$ cat config.mk
export PLATFORM = sky130hd
export DESIGN_NAME = json_stream_validator
export DESIGN_NICKNAME = d
export VERILOG_FILES = /design/src/sv/jsv_pkg.sv /design/src/sv/jsv_step.sv /design/src/sv/json_stream_validator.sv
export SDC_FILE = /design/constraint.sdc
export NUM_CORES = 1
export LEC_CHECK = 0
export ABC_AREA = 1
export BUFFER_PORTS_ARGS = -buffer_cell sky130_fd_sc_hd__buf_2
export CAP_MARGIN = 5
export CORE_MARGIN = 2
export CORE_UTILIZATION = 62
export CTS_BUF_LIST = sky130_fd_sc_hd__clkbuf_2 sky130_fd_sc_hd__clkbuf_4 sky130_fd_sc_hd__clkbuf_8
export CTS_CLUSTER_DIAMETER = 80
export DETAILED_ROUTE_END_ITERATION = 8
export PLACE_DENSITY = 0.78
export SLEW_MARGIN = 15
export SYNTH_ARGS = -nofsm -noshare
export SYNTH_HDL_FRONTEND = slang
export SYNTH_SLANG_ARGS = --single-unit
$ cat constraint.sdc
create_clock -name i_clk -period 22.8 [get_ports i_clk]
set_input_delay 6.84 -clock i_clk [delete_from_list [all_inputs] [get_ports i_clk]]
set_output_delay 6.84 -clock i_clk [all_outputs]
set_load 0.01 [all_outputs]
$ cat src/sv/jsv_pkg.sv
package jsv_pkg;

    // where the grammar stands between tokens
    typedef enum logic [2:0] {
        POS_START     = 3'd0,
        POS_ARR_ELEM  = 3'd1,
        POS_ARR_COMMA = 3'd2,
        POS_OBJ_KEY   = 3'd3,
        POS_OBJ_COLON = 3'd4,
        POS_OBJ_VALUE = 3'd5,
        POS_OBJ_COMMA = 3'd6,
        POS_END       = 3'd7
    } t_pos;

    // what the lexer is inside of
    typedef enum logic [2:0] {
        MODE_NORMAL  = 3'd0,
        MODE_COMMENT = 3'd1,
        MODE_STRING  = 3'd2,
        MODE_ESCAPE  = 3'd3,
        MODE_NUMBER  = 3'd4
    } t_mode;

    // scalar parse state carried from one byte to the next
    typedef struct packed {
        logic       err;
        t_pos       pos;
        t_mode      mode;
        logic       quote;   // 1 = single quote
        logic [1:0] nflags;  // bit0 digit seen, bit1 dot seen
        logic [3:0] lit;     // literal match progress, 0 = none
    } t_lex_state;

    // one stack operation per byte
    typedef struct packed {
        logic push;
        logic pop;
        logic kind;          // 1 = object, 0 = array
    } t_stack_op;

    localparam t_lex_state LEX_RESET = '{
        err:    1'b0,
        pos:    POS_START,
        mode:   MODE_NORMAL,
        quote:  1'b0,
        nflags: 2'b00,
        lit:    4'd0
    };

endpackage

$ cat src/sv/jsv_step.sv
module jsv_step #(
    parameter int MAX_NESTING = 64,
    parameter int DEPTH_W     = 7
) (
    input  logic [7:0]          i_byte,
    input  logic                i_last,
    input  jsv_pkg::t_lex_state i_state,
    input  logic [DEPTH_W-1:0]  i_depth,
    input  logic                i_top,
    input  logic                i_below,
    output jsv_pkg::t_lex_state o_state,
    output logic [DEPTH_W-1:0]  o_depth,
    output jsv_pkg::t_stack_op  o_op,
    output logic                o_ok
);

    localparam logic [7:0] CH_HASH   = 8'h23;
    localparam logic [7:0] CH_LF     = 8'h0A;
    localparam logic [7:0] CH_DQUOTE = 8'h22;
    localparam logic [7:0] CH_SQUOTE = 8'h27;
    localparam logic [7:0] CH_BSLASH = 8'h5C;
    localparam logic [7:0] CH_DOT    = 8'h2E;
    localparam logic [7:0] CH_MINUS  = 8'h2D;
    localparam logic [7:0] CH_PLUS   = 8'h2B;
    localparam logic [7:0] CH_ZERO   = 8'h30;
    localparam logic [7:0] CH_NINE   = 8'h39;
    localparam logic [7:0] CH_T      = 8'h74;
    localparam logic [7:0] CH_F      = 8'h66;
    localparam logic [7:0] CH_N      = 8'h6E;
    localparam logic [7:0] CH_LBRACK = 8'h5B;
    localparam logic [7:0] CH_RBRACK = 8'h5D;
    localparam logic [7:0] CH_LBRACE = 8'h7B;
    localparam logic [7:0] CH_RBRACE = 8'h7D;
    localparam logic [7:0] CH_COMMA  = 8'h2C;
    localparam logic [7:0] CH_COLON  = 8'h3A;

    localparam logic [3:0] LIT_TRUE  = 4'd1;
    localparam logic [3:0] LIT_FALSE = 4'd4;
    localparam logic [3:0] LIT_NULL  = 4'd8;

    // byte expected at each literal step: rue, alse, ull
    function automatic logic [7:0] f_lit_expect(input logic [3:0] p);
        logic [7:0] ch;
        unique case (p)
            4'd1:    ch = 8'h72;
            4'd2:    ch = 8'h75;
            4'd3:    ch = 8'h65;
            4'd4:    ch = 8'h61;
            4'd5:    ch = 8'h6C;
            4'd6:    ch = 8'h73;
            4'd7:    ch = 8'h65;
            4'd8:    ch = 8'h75;
            4'd9:    ch = 8'h6C;
            4'd10:   ch = 8'h6C;
            default: ch = 8'h00;
        endcase
        return ch;
    endfunction

    // last step of each literal
    function automatic logic f_lit_last(input logic [3:0] p);
        return (p == 4'd3) || (p == 4'd7) || (p == 4'd10);
    endfunction

    function automatic logic f_is_digit(input logic [7:0] c);
        return (c >= CH_ZERO) && (c <= CH_NINE);
    endfunction

    // a complete value moves the grammar on
    function automatic jsv_pkg::t_lex_state f_take(input jsv_pkg::t_lex_state s);
        jsv_pkg::t_lex_state r;
        r = s;
        unique case (s.pos)
            jsv_pkg::POS_START:     r.pos = jsv_pkg::POS_END;
            jsv_pkg::POS_ARR_ELEM:  r.pos = jsv_pkg::POS_ARR_COMMA;
            jsv_pkg::POS_OBJ_KEY:   r.pos = jsv_pkg::POS_OBJ_COLON;
            jsv_pkg::POS_OBJ_VALUE: r.pos = jsv_pkg::POS_OBJ_COMMA;
            default:                r.err = 1'b1;
        endcase
        return r;
    endfunction

    // close a number: needs at least one digit
    function automatic jsv_pkg::t_lex_state f_finish(input jsv_pkg::t_lex_state s);
        jsv_pkg::t_lex_state r;
        r = s;
        r.mode = jsv_pkg::MODE_NORMAL;
        if (!s.nflags[0]) begin
            r.err = 1'b1;
        end else begin
            r = f_take(r);
        end
        r.nflags = 2'b00;
        return r;
    endfunction

    jsv_pkg::t_lex_state s;
    logic [DEPTH_W-1:0]  d;
    jsv_pkg::t_stack_op  op;
    logic                run_normal;
    logic                kind;
    logic                ok;

    // mode handling, then plain token handling, then end of document
    always_comb begin
        s          = i_state;
        d          = i_depth;
        op         = '0;
        run_normal = 1'b0;
        kind       = 1'b0;
        ok         = 1'b0;

        if (!s.err) begin
            unique case (s.mode)
                jsv_pkg::MODE_COMMENT: begin
                    if (i_byte == CH_LF) begin
                        s.mode = jsv_pkg::MODE_NORMAL;
                    end
                end
                jsv_pkg::MODE_STRING: begin
                    if (i_byte == (s.quote ? CH_SQUOTE : CH_DQUOTE)) begin
                        s.mode = jsv_pkg::MODE_NORMAL;
                        s      = f_take(s);
                    end else if (i_byte == CH_BSLASH) begin
                        s.mode = jsv_pkg::MODE_ESCAPE;
                    end
                end
                jsv_pkg::MODE_ESCAPE: begin
                    s.mode = jsv_pkg::MODE_STRING;
                end
                jsv_pkg::MODE_NUMBER: begin
                    if (i_byte == CH_DOT) begin
                        if (s.nflags[1]) begin
                            s = f_finish(s);
                        end else begin
                            s.nflags[1] = 1'b1;
                        end
                    end else if (f_is_digit(i_byte)) begin
                        s.nflags[0] = 1'b1;
                    end else begin
                        s          = f_finish(s);
                        run_normal = 1'b1;
                    end
                end
                default: begin
                    if (s.lit != 4'd0 && i_byte == f_lit_expect(s.lit)) begin
                        if (f_lit_last(s.lit)) begin
                            s.lit = 4'd0;
                            s     = f_take(s);
                        end else begin
                            s.lit = s.lit + 4'd1;
                        end
                    end else begin
                        s.lit      = 4'd0;
                        s.mode     = jsv_pkg::MODE_NORMAL;
                        run_normal = 1'b1;
                    end
                end
            endcase
        end

        // token start, brackets and separators
        if (run_normal) begin
            if (i_byte == CH_HASH) begin
                s.mode = jsv_pkg::MODE_COMMENT;
            end else if (i_byte == CH_DQUOTE || i_byte == CH_SQUOTE) begin
                s.mode  = jsv_pkg::MODE_STRING;
                s.quote = (i_byte == CH_SQUOTE);
            end else if (i_byte == CH_MINUS || i_byte == CH_PLUS || i_byte == CH_DOT ||
                         f_is_digit(i_byte)) begin
                s.mode   = jsv_pkg::MODE_NUMBER;
                s.nflags = {i_byte == CH_DOT, f_is_digit(i_byte)};
            end else if (i_byte == CH_T) begin
                s.lit = LIT_TRUE;
            end else if (i_byte == CH_F) begin
                s.lit = LIT_FALSE;
            end else if (i_byte == CH_N) begin
                s.lit = LIT_NULL;
            end else if (i_byte == CH_LBRACK || i_byte == CH_LBRACE) begin
                kind = (i_byte == CH_LBRACE);
                if (s.pos == jsv_pkg::POS_START || s.pos == jsv_pkg::POS_ARR_ELEM ||
                    s.pos == jsv_pkg::POS_OBJ_VALUE) begin
                    s.pos = kind ? jsv_pkg::POS_OBJ_KEY : jsv_pkg::POS_ARR_ELEM;
                end else begin
                    s.err = 1'b1;
                end
                if (d >= DEPTH_W'(MAX_NESTING)) begin
                    s.err = 1'b1;
                end else begin
                    op.push = 1'b1;
                    op.kind = kind;
                    d       = d + DEPTH_W'(1);
                end
            end else if (i_byte == CH_RBRACK || i_byte == CH_RBRACE) begin
                kind = (i_byte == CH_RBRACE);
                if (kind ? (s.pos == jsv_pkg::POS_OBJ_KEY || s.pos == jsv_pkg::POS_OBJ_COMMA)
                         : (s.pos == jsv_pkg::POS_ARR_ELEM ||
                            s.pos == jsv_pkg::POS_ARR_COMMA)) begin
                    s.pos = kind ? jsv_pkg::POS_OBJ_KEY : jsv_pkg::POS_ARR_ELEM;
                end else begin
                    s.err = 1'b1;
                end
                if (d == DEPTH_W'(0)) begin
                    s.err = 1'b1;
                end else begin
                    op.pop = 1'b1;
                    d      = d - DEPTH_W'(1);
                    if (i_top != kind) begin
                        s.err = 1'b1;
                    end else if (d == DEPTH_W'(0)) begin
                        s.pos = jsv_pkg::POS_END;
                    end else begin
                        s.pos = i_below ? jsv_pkg::POS_OBJ_COMMA : jsv_pkg::POS_ARR_COMMA;
                    end
                end
            end else if (i_byte == CH_COMMA) begin
                if (s.pos == jsv_pkg::POS_ARR_COMMA) begin
                    s.pos = jsv_pkg::POS_ARR_ELEM;
                end else if (s.pos == jsv_pkg::POS_OBJ_COMMA) begin
                    s.pos = jsv_pkg::POS_OBJ_KEY;
                end else begin
                    s.err = 1'b1;
                end
            end else if (i_byte == CH_COLON) begin
                if (s.pos == jsv_pkg::POS_OBJ_COLON) begin
                    s.pos = jsv_pkg::POS_OBJ_VALUE;
                end else begin
                    s.err = 1'b1;
                end
            end
        end

        // end of document: close open tokens, judge, start afresh
        if (i_last) begin
            if (!s.err) begin
                if (s.mode == jsv_pkg::MODE_STRING || s.mode == jsv_pkg::MODE_ESCAPE) begin
                    s.err = 1'b1;
                end else if (s.mode == jsv_pkg::MODE_NUMBER) begin
                    s = f_finish(s);
                end
            end
            ok = !s.err && (s.pos == jsv_pkg::POS_START || s.pos == jsv_pkg::POS_END) &&
                 (d == DEPTH_W'(0));
            s  = jsv_pkg::LEX_RESET;
            d  = '0;
        end
    end

    assign o_state = s;
    assign o_depth = d;
    assign o_op    = op;
    assign o_ok    = ok;

endmodule

$ cat src/sv/json_stream_validator.sv
// JSON text checker, one byte per beat.
// Input channel: i_valid / o_ready carry i_data_byte and i_end_of_doc; the
// byte flagged with i_end_of_doc closes the document. Output channel:
// o_valid / i_ready carry o_doc_valid, one beat per document, sent after
// its final byte: 1 when the text is well formed.
// Throughput is one byte per cycle unless a final byte waits on an unread
// verdict. A byte is held in the input register, parsed by the step logic,
// and its verdict lands in the result register: a document's result is
// shown once its final byte has left the input register, unless an earlier
// verdict is still waiting. The nesting shift stack holds MAX_NESTING + 1
// bits, one push or pop per byte, with the top two bits read directly.
// While a result waits unread, bytes that do not end a document keep
// flowing; a further final byte waits in the input register, and only then
// does o_ready fall.
// Reset (synchronous, active low) empties both registers and returns the
// parser to the start of a document; the stack contents need no clearing.
module json_stream_validator #(
    parameter int MAX_NESTING = 64
) (
    input  logic       i_clk,
    input  logic       i_rst_n,
    input  logic       i_valid,
    output logic       o_ready,
    input  logic [7:0] i_data_byte,
    input  logic       i_end_of_doc,
    output logic       o_valid,
    input  logic       i_ready,
    output logic       o_doc_valid
);

    localparam int DEPTH_W = $clog2(MAX_NESTING + 1);

    logic                r_in_valid;
    logic [7:0]          r_byte;
    logic                r_last;
    jsv_pkg::t_lex_state r_state;
    logic [DEPTH_W-1:0]  r_depth;
    logic [MAX_NESTING:0] r_stack;
    logic                r_out_valid;
    logic                r_doc_valid;

    jsv_pkg::t_lex_state n_state;
    logic [DEPTH_W-1:0]  n_depth;
    jsv_pkg::t_stack_op  w_op;
    logic                w_ok;
    logic                w_adv;

    // a byte moves on unless it carries a verdict with nowhere to go
    assign w_adv   = r_in_valid && (!r_last || !r_out_valid || i_ready);
    assign o_ready = !r_in_valid || w_adv;

    // input register
    always_ff @(posedge i_clk) begin
        if (!i_rst_n) begin
            r_in_valid <= 1'b0;
        end else if (o_ready) begin
            r_in_valid <= i_valid;
        end
    end

    always_ff @(posedge i_clk) begin
        if (o_ready && i_valid) begin
            r_byte <= i_data_byte;
            r_last <= i_end_of_doc;
        end
    end

    jsv_step #(
        .MAX_NESTING(MAX_NESTING),
        .DEPTH_W    (DEPTH_W)
    ) u_step (
        .i_byte (r_byte),
        .i_last (r_last),
        .i_state(r_state),
        .i_depth(r_depth),
        .i_top  (r_stack[0]),
        .i_below(r_stack[1]),
        .o_state(n_state),
        .o_depth(n_depth),
        .o_op   (w_op),
        .o_ok   (w_ok)
    );

    // parse state
    always_ff @(posedge i_clk) begin
        if (!i_rst_n) begin
            r_state <= jsv_pkg::LEX_RESET;
            r_depth <= '0;
        end else if (w_adv) begin
            r_state <= n_state;
            r_depth <= n_depth;
        end
    end

    // nesting stack, top of stack at bit 0
    always_ff @(posedge i_clk) begin
        if (w_adv && w_op.push) begin
            r_stack <= {r_stack[MAX_NESTING-1:0], w_op.kind};
        end else if (w_adv && w_op.pop) begin
            r_stack <= {1'b0, r_stack[MAX_NESTING:1]};
        end
    end

    // result register
    always_ff @(posedge i_clk) begin
        if (!i_rst_n) begin
            r_out_valid <= 1'b0;
        end else if (w_adv && r_last) begin
            r_out_valid <= 1'b1;
        end else if (i_ready) begin
            r_out_valid <= 1'b0;
        end
    end

    always_ff @(posedge i_clk) begin
        if (w_adv && r_last) begin
            r_doc_valid <= w_ok;
        end
    end

    assign o_valid     = r_out_valid;
    assign o_doc_valid = r_doc_valid;

endmodule

Word-level counts from Yosys, hierarchy flattened
Memory sizes are Yosys's and may differ from the RTL's. A register that Yosys moved wholly into a read port is not among the register bits.
Cells that the tools add are included.
Storage, ports and cells
  input bits: 13
  output and inout bits: 3
  RAM bits: 0
  latch bits: 0
  memories: 1
  word-level logic and storage cells: 226
  bits in read-only memories: 112
  register bits: 98
Operators by class
  magnitude comparators: 3
  div/mod/pow operators: 0
  reductions and logical operators: 45
  shifts and indexed selects: 0
  $mul: 0
  multiplexer cells: 118
  bitwise gates (word level): 0
  equality and inequality tests: 43
  $add $sub $neg: 3
Memory list
  (no name shown): depth 16, width 7, read ports 1, clocked after memory_dff 1, wr ports 0, line jsv_step.sv:44  | unique case (p)
Operator list (count)
  $mux W65: 2
  $mux W14: 7
  $mux W7: 13
  $mux W4: 21
  $mux W3: 25
  $eq A8 B6 Y1 const B: 8
  $eq A8 B7 Y1 const B: 8
  $mux W13: 4
  $pmux W3 S4: 3
  $mux W1: 30
  $eq A3 B2 Y1 const B: 8
  $eq A3 B3 Y1 const B: 8
  $mux W8: 3
  $logic_not A7 Y1: 3
  $logic_or A1 B1 Y1: 17
  $eq A8 B8 Y1: 2
  $pmux W7 S2: 1
  $eq A3 B1 Y1 const B: 4
  $logic_not A3 Y1: 4
  $pmux W4 S3: 1
  $reduce_or A4 Y1: 3
  $mux W10: 1
  $logic_and A1 B1 Y1: 9
  $mux W9: 1
  other kinds (20): 26

Depth between registers and ports, before layout
Gate-level depths: netlist of run 1.
  depth after elaboration: 36
  depth in mapped cells: 25
  mapped depth without buffers: 25

Modules after synthesis
A second synthesis of run 1 with hierarchy kept.
Unflattened totals
  cell total of the unflattened synthesis: 928
  area total of the unflattened synthesis: 6708.9 um2
By module, submodules not included
  json_stream_validator: times used 1, seq. area each 2712.6 um2, area an instance 4322.9 um2, cells each 452
  jsv_step: times used 1, seq. area each 0.0 um2, area an instance 2386.0 um2, cells each 476

Worst setup path after synthesis of run 1
Ideal clock, no wire load.
  kind: input to output
  start: input port i_ready
  end: output port o_ready
  data required time: 15.960 ns
  data arrival time: 7.137 ns
  cell stages on the path: 2
  buffers on the path: 0
  setup slack: 8.823 ns
  path through: nor2_1 > nand3_1
Between the ends
  word-level cells in the longest chain between the ends: 3
RTL lines
  from (decl): line json_stream_validator.sv:27  | input logic i_ready,
  $logic_or A1 B1 Y1: line json_stream_validator.sv:49  | assign w_adv = r_in_valid && (!r_last || !r_out_valid || i_ready);
  $logic_and A1 B1 Y1: line json_stream_validator.sv:49
  $logic_or A1 B1 Y1: line json_stream_validator.sv:50  | assign o_ready = !r_in_valid || w_adv;
  to (decl): line json_stream_validator.sv:23  | output logic o_ready,
Every way passes these cells.

Final worst setup path of run 1
Same ends and word-level chain as after synthesis.

==> summary.txt, run 1 <==
Route
  – DR iter-0 viols: 360
  – # DRC: 0
  – DR pass1 iterations: 7
  – Routed vias: 5362
  – Drt total wl: ~13000 µm
  – DR vias/cell: 5.52
  – Post-route ant nets: 0
  – Drt wl/cell: roughly 14 µm

Die
  – Die area: ~11000 µm²
  – Initial core utilization: 64.3%
  – IO Pins: 16
  – Die Width: 105 µm
  – Placement Rows: 36
  – Chip height: around 100 µm
  – Core footprint: between 9000 and 10000 µm²

Timing
  – Endpoints failing setup: 0
  – Max Fclk: approximately 0.07 GHz
  – RSZ-0062 raised after global routing: no
  – Min Tclk post-route: 14.25 ns
  – Worst rel slew slack: ~30%
  – Max Slew Vio Count: 0
  – Worst-margin pin slew: between 1 and 1.5 ns
  – Hold Fails Final Rpt: 0
  – Final critical-path share of the clock period: 62.5%
  – Setup TNS: 0 ns
  – Clock Skews: ~0.011 ns

Pwr
  – P per Cell Area: 50.6 nW/µm²
  – Switching part of the total: between 20% and 30%
  – Sequential share of power: around three fifths
  – Leak pwr: just under 0.003 µW
  – Internal cell power: between 200 and 300 µW
  – Logic gate share of total power: between 4 and 5%
  – NetSw: between 70 and 80 µW
  – VDD IR max: 0.0566 mV
  – Clock power frac: 35.0%

Clock network
  – Root Driver: clkbuf_8
  – Max clock buf depth: 2
  – Clk pin slew, worst setup/hold paths: around 0.1 ns
  – Cts bufs inserted: 9
  – Post-CTS Hold Fix Bufs: 0
  – Setup bufs post-CTS: 0
  – Clock Latency Late Sink: 0.39 ns
  – Cts repair resizes: 0
  – Clk sinks: around 100
  – H-tree levels: 3
  – TritonCTS clock tree: yes

Worst setup path
  – CP Launch Type: input port
  – Crit end category: output port
  – CP Data Arrival Time: 7.41 ns
  – R2r setup slk: between 15 and 20 ns
  – Kind of critical path: in2out
  – Worst-path cell chain: buf_2 -> nor2_1 -> nand3_1 -> buf_2
  – Crit path top cell by count: buf_2
  – CP peak stage delay: ~0.17 ns
  – Crit path max fanout: 3
  – CP required: 15.96 ns
  – Crit path max-delay family: simple AND/OR/NAND/NOR gates
  – CP max stage cell: buf_2
  – Bufs and invs on worst path: 2

Finish
  – Post-route cell area: between 6000 and 7000 µm²
  – Area Overhead vs Synth: 5.81%
  – Layout cells sized above 1: between 10 and 15%
  – # fillers: ~870
  – Antenna diodes: 0
  – Fin nets: around 860

GRT
  – Aggregate global-route resource usage: about a quarter
  – First-pass GRT wire length: 22600 µm
  – Initial antenna violation count: 0
  – Vias in the first global route: slightly below 5000
  – Largest net degree at the start of global routing: 129
  – Global route total overflow: 0

Placed design
  – Cell Area, Placed: 6470 µm²
  – GP Congestion: 0.932
  – DP Wirelength: 9750 µm
  – Port-buffer cells: 15

Outcome
  – Outcome: complete, no violations

Synthesis
  – Synth Warn #: 0
  – Yosys cell types: 46
  – Yosys top cell area share: approximately 36%
  – Syn Area/Cell: approximately 7.6 µm²
  – Top-count cell post-synth: nand2_1
  – Post-synth EDFFs: 75
  – Post-Syn Area: between 6000 and 7000 µm²
  – Synth Flop Type: edfxtp_1
  – Asr flop ratio synth: 0%
  – Ranking of synthesized cells by area: edfxtp_1 36%, nand2_1 12%, dfxtp_1 9.2%
  – Register area share after synthesis: 44.9%
  – Post-Syn Instances: 831
  – Synth Register Bits: 104
  – Post-synth top area cell: edfxtp_1
  – Post-Synthesis Net Count: 856
  – Post-synth top cells: 194 x nand2_1, 107 x inv_1, 81 x nor2_1

Flow run
  – Max Cap Viol: 0

Min path
  – Hold Path Class: reg2reg
[sequential cells by signal (all words and copies together), names as in the netlist, named ones only]
register,flops
r_byte,8
r_depth,7
r_last,1
r_in_valid,1
r_state,14
o_doc_valid,1
r_stack,65
o_valid,1
[layout by cell type (no fill, tap or decap), types with 12 or more instances in the layout]
master    netlist  routed
nand2_2        16      16
edfxtp_1       75      75
nor3_1         17      17
dfxtp_1        29      29
o21ai_0        39      39
a21oi_1        66      66
nand2_1       194     194
buf_2          17      15
inv_1         107     107
inv_2          19      19
ha_1           12      12
nand3_1        42      41
o21ai_1        26      26
nor2_1         81      81
[worst register-to-register path, delay by kind of cell (launching register included)]
kind	cells	cell delay, ns
buf+inv	4	1.03
flops	1	0.58
mux	1	0.41
simple gates	11	1.10
[layer usage]
layer | vias to the layer above | track usage, % | share of wire, %
met1 | 2433 | 33.2 | 46
li1 | 2745 | - | -
met3 | 25 | 5.86 | 4.9
met2 | 159 | 41.0 | 47
met5 | - | 0 | 0
met4 | 0 | 9.71 | 2.3
[power by group through the flow]
stage	Sequential [µW]	Clock [µW]	Combinational, µW
after CTS	204	122	15.6
after global placement	208	0	15.3
after detailed placement	208	0	15.5
after floorplan	208	0	11.4
after global routing	204	128	17.6
final	204	119	15.7
[final cells by class]
cell class / count / area (µm²) / area share, %
flip-flops and latches: 104 / 2830 / 42.4
clock buffers: 9 / 124 / 1.86
inverters: 127 / 477 / 7.14
repair buffers: 18 / 97.6 / 1.46
well taps: 133 / 166 / 2.49
multi-input cells: 573 / 2900 / 43.5
clock inverters: 7 / 77.6 / 1.16
[through the flow]
stage | std cells | setup slack (ns) | hold WS [ns] | util, % | power [µW]
2_1_floorplan | 831 | 8.82 | 0.467 | - | 219
3_3_place_gp | 955 | 8.61 | 0.483 | 65.9 | 223
3_5_place_dp | 955 | 8.58 | 0.493 | 65.9 | 224
4_1_cts | 971 | 8.56 | 0.509 | 68.0 | 341
5_1_grt | 971 | 8.51 | 0.537 | 68.0 | 349
6_report | 971 | 8.55 | 0.514 | 68.0 | 338
[worst paths after layout]
path,endpoint,from,depth (start not counted)
min reg2reg,r_state[5],r_state[5],2
min,r_state[5],r_state[5],2
max,o_ready,i_ready,4
max reg2reg,r_stack[3],r_byte[3],16
[kinds of logic after synthesis]
logic type      share of synthesized area, %
mux                                    0.178
flops                                   44.9
buf+inv                                 9.52
simple gates                            27.1
fa+ha+maj                               2.38
xor+xnor                                1.25
compound gates                          14.7
(Power assumes the default switching activity.)
==> run 2: changes to the inputs <==
--- a/config.mk
+++ b/config.mk
@@ -9,7 +9,7 @@
 export BUFFER_PORTS_ARGS = -buffer_cell sky130_fd_sc_hd__buf_2
 export CAP_MARGIN = 5
 export CORE_MARGIN = 2
-export CORE_UTILIZATION = 62
+export CORE_UTILIZATION = 59
 export CTS_BUF_LIST = sky130_fd_sc_hd__clkbuf_2 sky130_fd_sc_hd__clkbuf_4 sky130_fd_sc_hd__clkbuf_8
 export CTS_CLUSTER_DIAMETER = 80
 export DETAILED_ROUTE_END_ITERATION = 8
==> constraint.sdc (replaced) <==
create_clock -name i_clk -period 13.1 [get_ports i_clk]
set_input_delay 3.93 -clock i_clk [delete_from_list [all_inputs] [get_ports i_clk]]
set_output_delay 3.93 -clock i_clk [all_outputs]
set_load 0.01 [all_outputs]
==> run 2 against run 1 <==
  * Global-route usage shrank 0.32 points
  * Hold slack better by 0.014 ns
  * Sequential share of layout area shrank 0.079 points
  * Count of clock-buffer cells in the layout rose by 1
==> summary.txt, run 2 (same netlist as run 1, synthesis figures left out) <==
Finish
  – Largest Register: r_stack
  – Antenna diodes: 0
  – Fin nets: 859
  – Layout cells sized above 1: 11.3%
  – Max FFs per register: 65
  – Layout Utilization: between 60% and 70%
  – Area Overhead vs Synth: 6.01%
  – Biggest regs: r_stack x65, r_state x14, r_byte x8
  – Commonest non-fill, non-tap cell in the layout: nand2_1
  – Post-route cell area: roughly 6700 µm²
  – Most frequent cells in the layout: 194 x nand2_1, 107 x inv_1, 81 x nor2_1
  – Non-filler cells, final: about 980

Timing
  – Hold Fails Final Rpt: 0
  – Hold slack: 0.528 ns
  – Worst-margin pin slew: approximately 1.0 ns
  – Max Slew Vio Count: 0
  – Min Tclk post-route: 8.40 ns
  – Clock Skews: 0.0150 ns
  – Setup TNS: 0 ns
  – Worst rel slew slack: 30.0%
  – Endpoints failing setup: 0
  – Max Fclk: approximately 0.12 GHz
  – Final critical-path share of the clock period: ~64%
  – RSZ-0062 raised after global routing: no

Clock network
  – Post-CTS Hold Fix Bufs: 0
  – Root Driver: clkbuf_8
  – Clk pin slew, worst setup/hold paths: about 0.10 ns
  – TritonCTS clock tree: yes
  – Max clock buf depth: 2
  – H-tree levels: 3
  – Cts repair resizes: 0
  – Clk sinks: around 100
  – Setup bufs post-CTS: 0
  – Clock Latency Late Sink: around 0.38 ns
  – Cts bufs inserted: 9

Die
  – Core footprint: just over 10000 µm²
  – Placement Rows: 37
  – Chip height: 107 µm
  – Initial core utilization: around three fifths
  – Die Width: between 100 and 150 µm
  – IO Pins: 16
  – Die area: around 12000 µm²

Placed design
  – Placed insts: 959
  – Port-buffer cells: 15
  – DP Wirelength: ~9900 µm
  – GP Congestion: a little under 1
  – Cell Area, Placed: roughly 6500 µm²

Pwr
  – Leak pwr: roughly 0.0029 µW
  – P per Cell Area: 87.8 nW/µm²
  – VDD IR max: 0.0826 mV

GRT
  – Initial antenna violation count: 0
  – Vias in the first global route: 5090
  – First-pass GRT wire length: 22900 µm
  – Largest net degree at the start of global routing: between 100 and 150
  – Global route total overflow: 0
  – Aggregate global-route resource usage: about 25%

Route
  – DR iter-0 viols: between 400 and 500
  – Post-route ant nets: 0
  – Drt total wl: roughly 14000 µm
  – Routed vias: ~5400
  – # DRC: 0
  – Drt wl/cell: 13.9 µm
  – DR pass1 iterations: 6
  – DR vias/cell: between 5 and 6

Worst setup path
  – Crit path max fanout: 3
  – CP Launch Type: input port
  – CP required: a little over 9 ns
  – CP Data Arrival Time: approximately 4.5 ns
  – Kind of critical path: in2out
  – Crit end category: output port

Outcome
  – Outcome: complete, no violations

Flow run
  – Max Cap Viol: 0

Min path
  – Hold Path Class: reg2reg
==> run 2: per-stage QoR <==
step           setup slack (ns)  power, µW
2_1_floorplan              3.17        381
3_3_place_gp               4.72        389
3_5_place_dp               4.70        390
4_1_cts                    4.70        589
5_1_grt                    4.64        604
6_report                   4.70        587
==> run 2: power by group <==
| part | internal (µW) | leakage (µW) | switching, µW |
|---|---|---|---|
| sequential | 351 | 0.000913 | 3.32 |
| clock | 91.5 | 0.000100 | 113 |
| combinational | 8.26 | 0.00189 | 19.6 |
| total | 451 | 0.00291 | 136 |
==> run 2: worst paths after layout <==
kind,slack (ns),endpoint,startpoint,depth (start not counted)
max,4.70,o_ready,i_ready,4
min,0.53,r_state[5],r_state[5],2
max reg2reg,9.66,r_stack[3],r_byte[3],16
min reg2reg,0.53,r_state[5],r_state[5],2
==> run 2: critical path: stages <==
cell     delay, ns
buf_2         0.09
nor2_1        0.15
nand3_1       0.13
buf_2         0.17
==> run 2: per-layer routing <==
| metal | global-route usage, % | routed length (µm) |
|---|---|---|
| met1 | 33.6 | 6200 |
| met4 | 10.6 | 242 |
| met3 | 4.00 | 679 |
| met2 | 40.4 | 6480 |
| met5 | 0 | 0 |
==> run 2: layout make-up <==
class / instances / area (µm²)
Clock buffer: 10 / 131
Clock inverter: 6 / 71.3
Sequential cell: 104 / 2830
Tap cell: 136 / 170
Fill cell: 930 / 3680
Inverter: 127 / 477
Multi-Input combinational cell: 573 / 2900
Timing Repair Buffer: 19 / 105
==> run 3: changes to the inputs <==
--- a/config.mk
+++ b/config.mk
@@ -5,11 +5,11 @@
 export SDC_FILE = /design/constraint.sdc
 export NUM_CORES = 1
 export LEC_CHECK = 0
-export ABC_AREA = 1
+export ABC_AREA = 0
 export BUFFER_PORTS_ARGS = -buffer_cell sky130_fd_sc_hd__buf_2
 export CAP_MARGIN = 5
 export CORE_MARGIN = 2
-export CORE_UTILIZATION = 59
+export CORE_UTILIZATION = 62
 export CTS_BUF_LIST = sky130_fd_sc_hd__clkbuf_2 sky130_fd_sc_hd__clkbuf_4 sky130_fd_sc_hd__clkbuf_8
 export CTS_CLUSTER_DIAMETER = 80
 export DETAILED_ROUTE_END_ITERATION = 8
==> constraint.sdc (replaced) <==
create_clock -name i_clk -period 8.2 [get_ports i_clk]
set_input_delay 2.46 -clock i_clk [delete_from_list [all_inputs] [get_ports i_clk]]
set_output_delay 2.46 -clock i_clk [all_outputs]
set_load 0.01 [all_outputs]
==> run 3 against run 2 <==
  * Clock power rose by 47%
  * Count of clock-buffer cells in the layout unchanged
  * Setup slack worse by 2.2 ns
  * Non-clock buffer count rose by 1
  * Global-route usage rose by 0.71 points
  * Sequential share of layout area rose by 1.0 points
  * Hold slack worse by 0.0016 ns
  * Clock skew down 0.0033 ns
  * Critical path depth did not move
==> summary.txt, run 3 <==
Worst setup path
  – Kind of critical path: in2out
  – Crit path max fanout: 4
  – CP Launch Type: input port
  – CP required: 5.74 ns
  – CP Data Arrival Time: about 3.2 ns
  – Crit end category: output port

Pwr
  – Leak pwr: roughly 0.0022 µW
  – P per Cell Area: 140 nW/µm²
  – VDD IR max: ~0.17 mV

Synthesis
  – Ranking of synthesized cells by area: edfxtp_1 36%, mux2_2 11%, dfxtp_1 9.3%
  – Register area share after synthesis: a little under half
  – Post-Syn Area: between 6000 and 7000 µm²
  – Post-synth EDFFs: 75
  – Top-count cell post-synth: edfxtp_1
  – Post-synth top area cell: edfxtp_1
  – Syn Area/Cell: roughly 10 µm²
  – Adder-cell area share of the yosys netlist: ~2.4%
  – Synth Flop Type: edfxtp_1
  – Synth Warn #: 0
  – Yosys cell types: 81
  – Largest family of logic cells by synthesized area: compound AO/OA/AOI/OAI gates
  – Synth Area in XOR/XNOR: roughly 2.3%
  – Synth Area in Compound Gates: ~18%
  – Post-synth top cells: 75 x edfxtp_1, 63 x mux2_2, 51 x nor2_1
  – Post-Syn Instances: approximately 600
  – Mux share of post-synthesis cell area: 11.9%
  – Post-Synthesis Net Count: 618
  – Synth Register Bits: 104
  – Simple-Gate Fraction of Synth Area: between 10% and 20%
  – Yosys top cell area share: 36.2%
  – Asr flop ratio synth: 0%

Placed design
  – Port-buffer cells: 15
  – DP Wirelength: about 9500 µm
  – GP Congestion: between 0.9 and 1
  – Cell Area, Placed: 6350 µm²

Timing
  – Worst rel slew slack: 20.1%
  – Endpoints failing setup: 0
  – Min Tclk post-route: approximately 5.7 ns
  – Final critical-path share of the clock period: 69.4%
  – Max Slew Vio Count: 0
  – Worst-margin pin slew: 1.19 ns
  – Hold Fails Final Rpt: 0
  – Clock Skews: ~0.012 ns
  – RSZ-0062 raised after global routing: no
  – Max Fclk: between 0.15 and 0.2 GHz
  – Setup TNS: 0 ns

Die
  – Die area: roughly 11000 µm²
  – Placement Rows: 36
  – Core footprint: 9770 µm²
  – Initial core utilization: between 60 and 70%
  – IO Pins: 16
  – Chip height: roughly 100 µm
  – Die Width: roughly 100 µm

GRT
  – Vias in the first global route: about 4600
  – Initial antenna violation count: 0
  – Global route total overflow: 0
  – First-pass GRT wire length: between 20000 and 25000 µm
  – Aggregate global-route resource usage: roughly 26%
  – Largest net degree at the start of global routing: 66

Finish
  – Fin nets: slightly above 600
  – # fillers: approximately 800
  – Area of the multi-input gates: between 3000 and 4000 µm²
  – Most frequent cells in the layout: 75 x edfxtp_1, 63 x mux2_2, 51 x nor2_1
  – FF+latch area: about 2800 µm²
  – Largest Register: r_stack
  – Layout Utilization: around 67%
  – Max FFs per register: 65
  – Biggest regs: r_stack x65, r_state x14, r_byte x8
  – Antenna diodes: 0
  – Post-route cell area: around 6500 µm²
  – Area Overhead vs Synth: 4.91%
  – Layout cells sized above 1: 20.6%
  – Commonest non-fill, non-tap cell in the layout: edfxtp_1

Clock network
  – Clk sinks: between 100 and 150
  – Root Driver: clkbuf_8
  – TritonCTS clock tree: yes
  – Setup bufs post-CTS: 0
  – Max clock buf depth: 2
  – H-tree levels: 3
  – Clock Latency Late Sink: about 0.38 ns
  – Clk pin slew, worst setup/hold paths: 0.09 ns
  – Cts repair resizes: 0
  – Post-CTS Hold Fix Bufs: 0
  – Cts bufs inserted: 9

Route
  – DR iter-0 viols: 422
  – # DRC: 0
  – DR pass1 iterations: 5
  – Drt total wl: 13500 µm
  – DR vias/cell: about 6.5
  – Routed vias: around 4700
  – Post-route ant nets: 0
  – Drt wl/cell: around 19 µm

Min path
  – Hold Path Class: reg2reg

Outcome
  – Outcome: complete, no violations

Flow run
  – Max Cap Viol: 0
-- run 3: cell types whose count changed in the layout (fill, tap and decap cells not counted), sizes merged, moves of 7 or more --
cell	change
a21oi	-45
a22oi	+12
and2	+10
and3	+10
inv	-96
mux2	+62
nand2	-179
nand3	-28
nor2	-40
o21ai	-36
or3	+8
xnor2	+7
-- run 3: critical path, cell delays in order --
cell     delay (ns)
buf_2          0.10
nor2b_1        0.29
nand3_1        0.19
buf_2          0.19
-- run 3: stage by stage --
| step | worst slack (ns) | hold slack, ns | power (µW) | std cells |
|---|---|---|---|---|
| floorplan | 0.109 | 0.459 | 610 | 593 |
| global placement | 2.55 | 0.487 | 623 | 708 |
| detailed placement | 2.54 | 0.493 | 624 | 708 |
| CTS | 2.54 | 0.515 | 921 | 724 |
| global route | 2.46 | 0.578 | 941 | 724 |
| finish | 2.51 | 0.526 | 915 | 724 |
-- run 3: cell type report --
type	instances	area share (%)
multi-input combinational	425	48.1
sequential	104	43.4
tap	133	2.55
clock buffer	10	2.01
timing repair buffer	20	1.73
inverter	26	1.50
clock inverter	6	0.767
-- run 3: logic make-up (layout without fill, tap and decap cells) --
kind of cell | Yosys count | after routing
simple gates | 188 | 188
compound gates | 143 | 143
flops | 104 | 104
mux | 66 | 66
buf+inv | 64 | 62
xor+xnor | 16 | 16
fa+ha+maj | 12 | 12
-- run 3: report_power, final --
group          switching (µW)  internal (µW)  total [µW]
clock                     183            119         302
sequential               10.6            561         571
combinational            27.2           14.7        41.8
total                     221            694         915
-- run 3: worst paths after layout --
kind / from / end / slack [ns] / cells past startpoint
max reg2reg: r_byte[5] / o_doc_valid / 4.00 / 9
min reg2reg: r_state[6] / r_state[6] / 0.53 / 2
max: i_ready / o_ready / 2.51 / 4
min: r_state[6] / r_state[6] / 0.53 / 2
-- run 3: routing by layer --
| metal | routed length, µm | vias up | global-route usage, % |
|---|---|---|---|
| li1 | - | 2223 | - |
| met1 | 6120 | 2288 | 35.0 |
| met2 | 6350 | 159 | 41.7 |
| met3 | 661 | 35 | 3.63 |
| met4 | 380 | 0 | 10.3 |
| met5 | 0 | - | 0 |
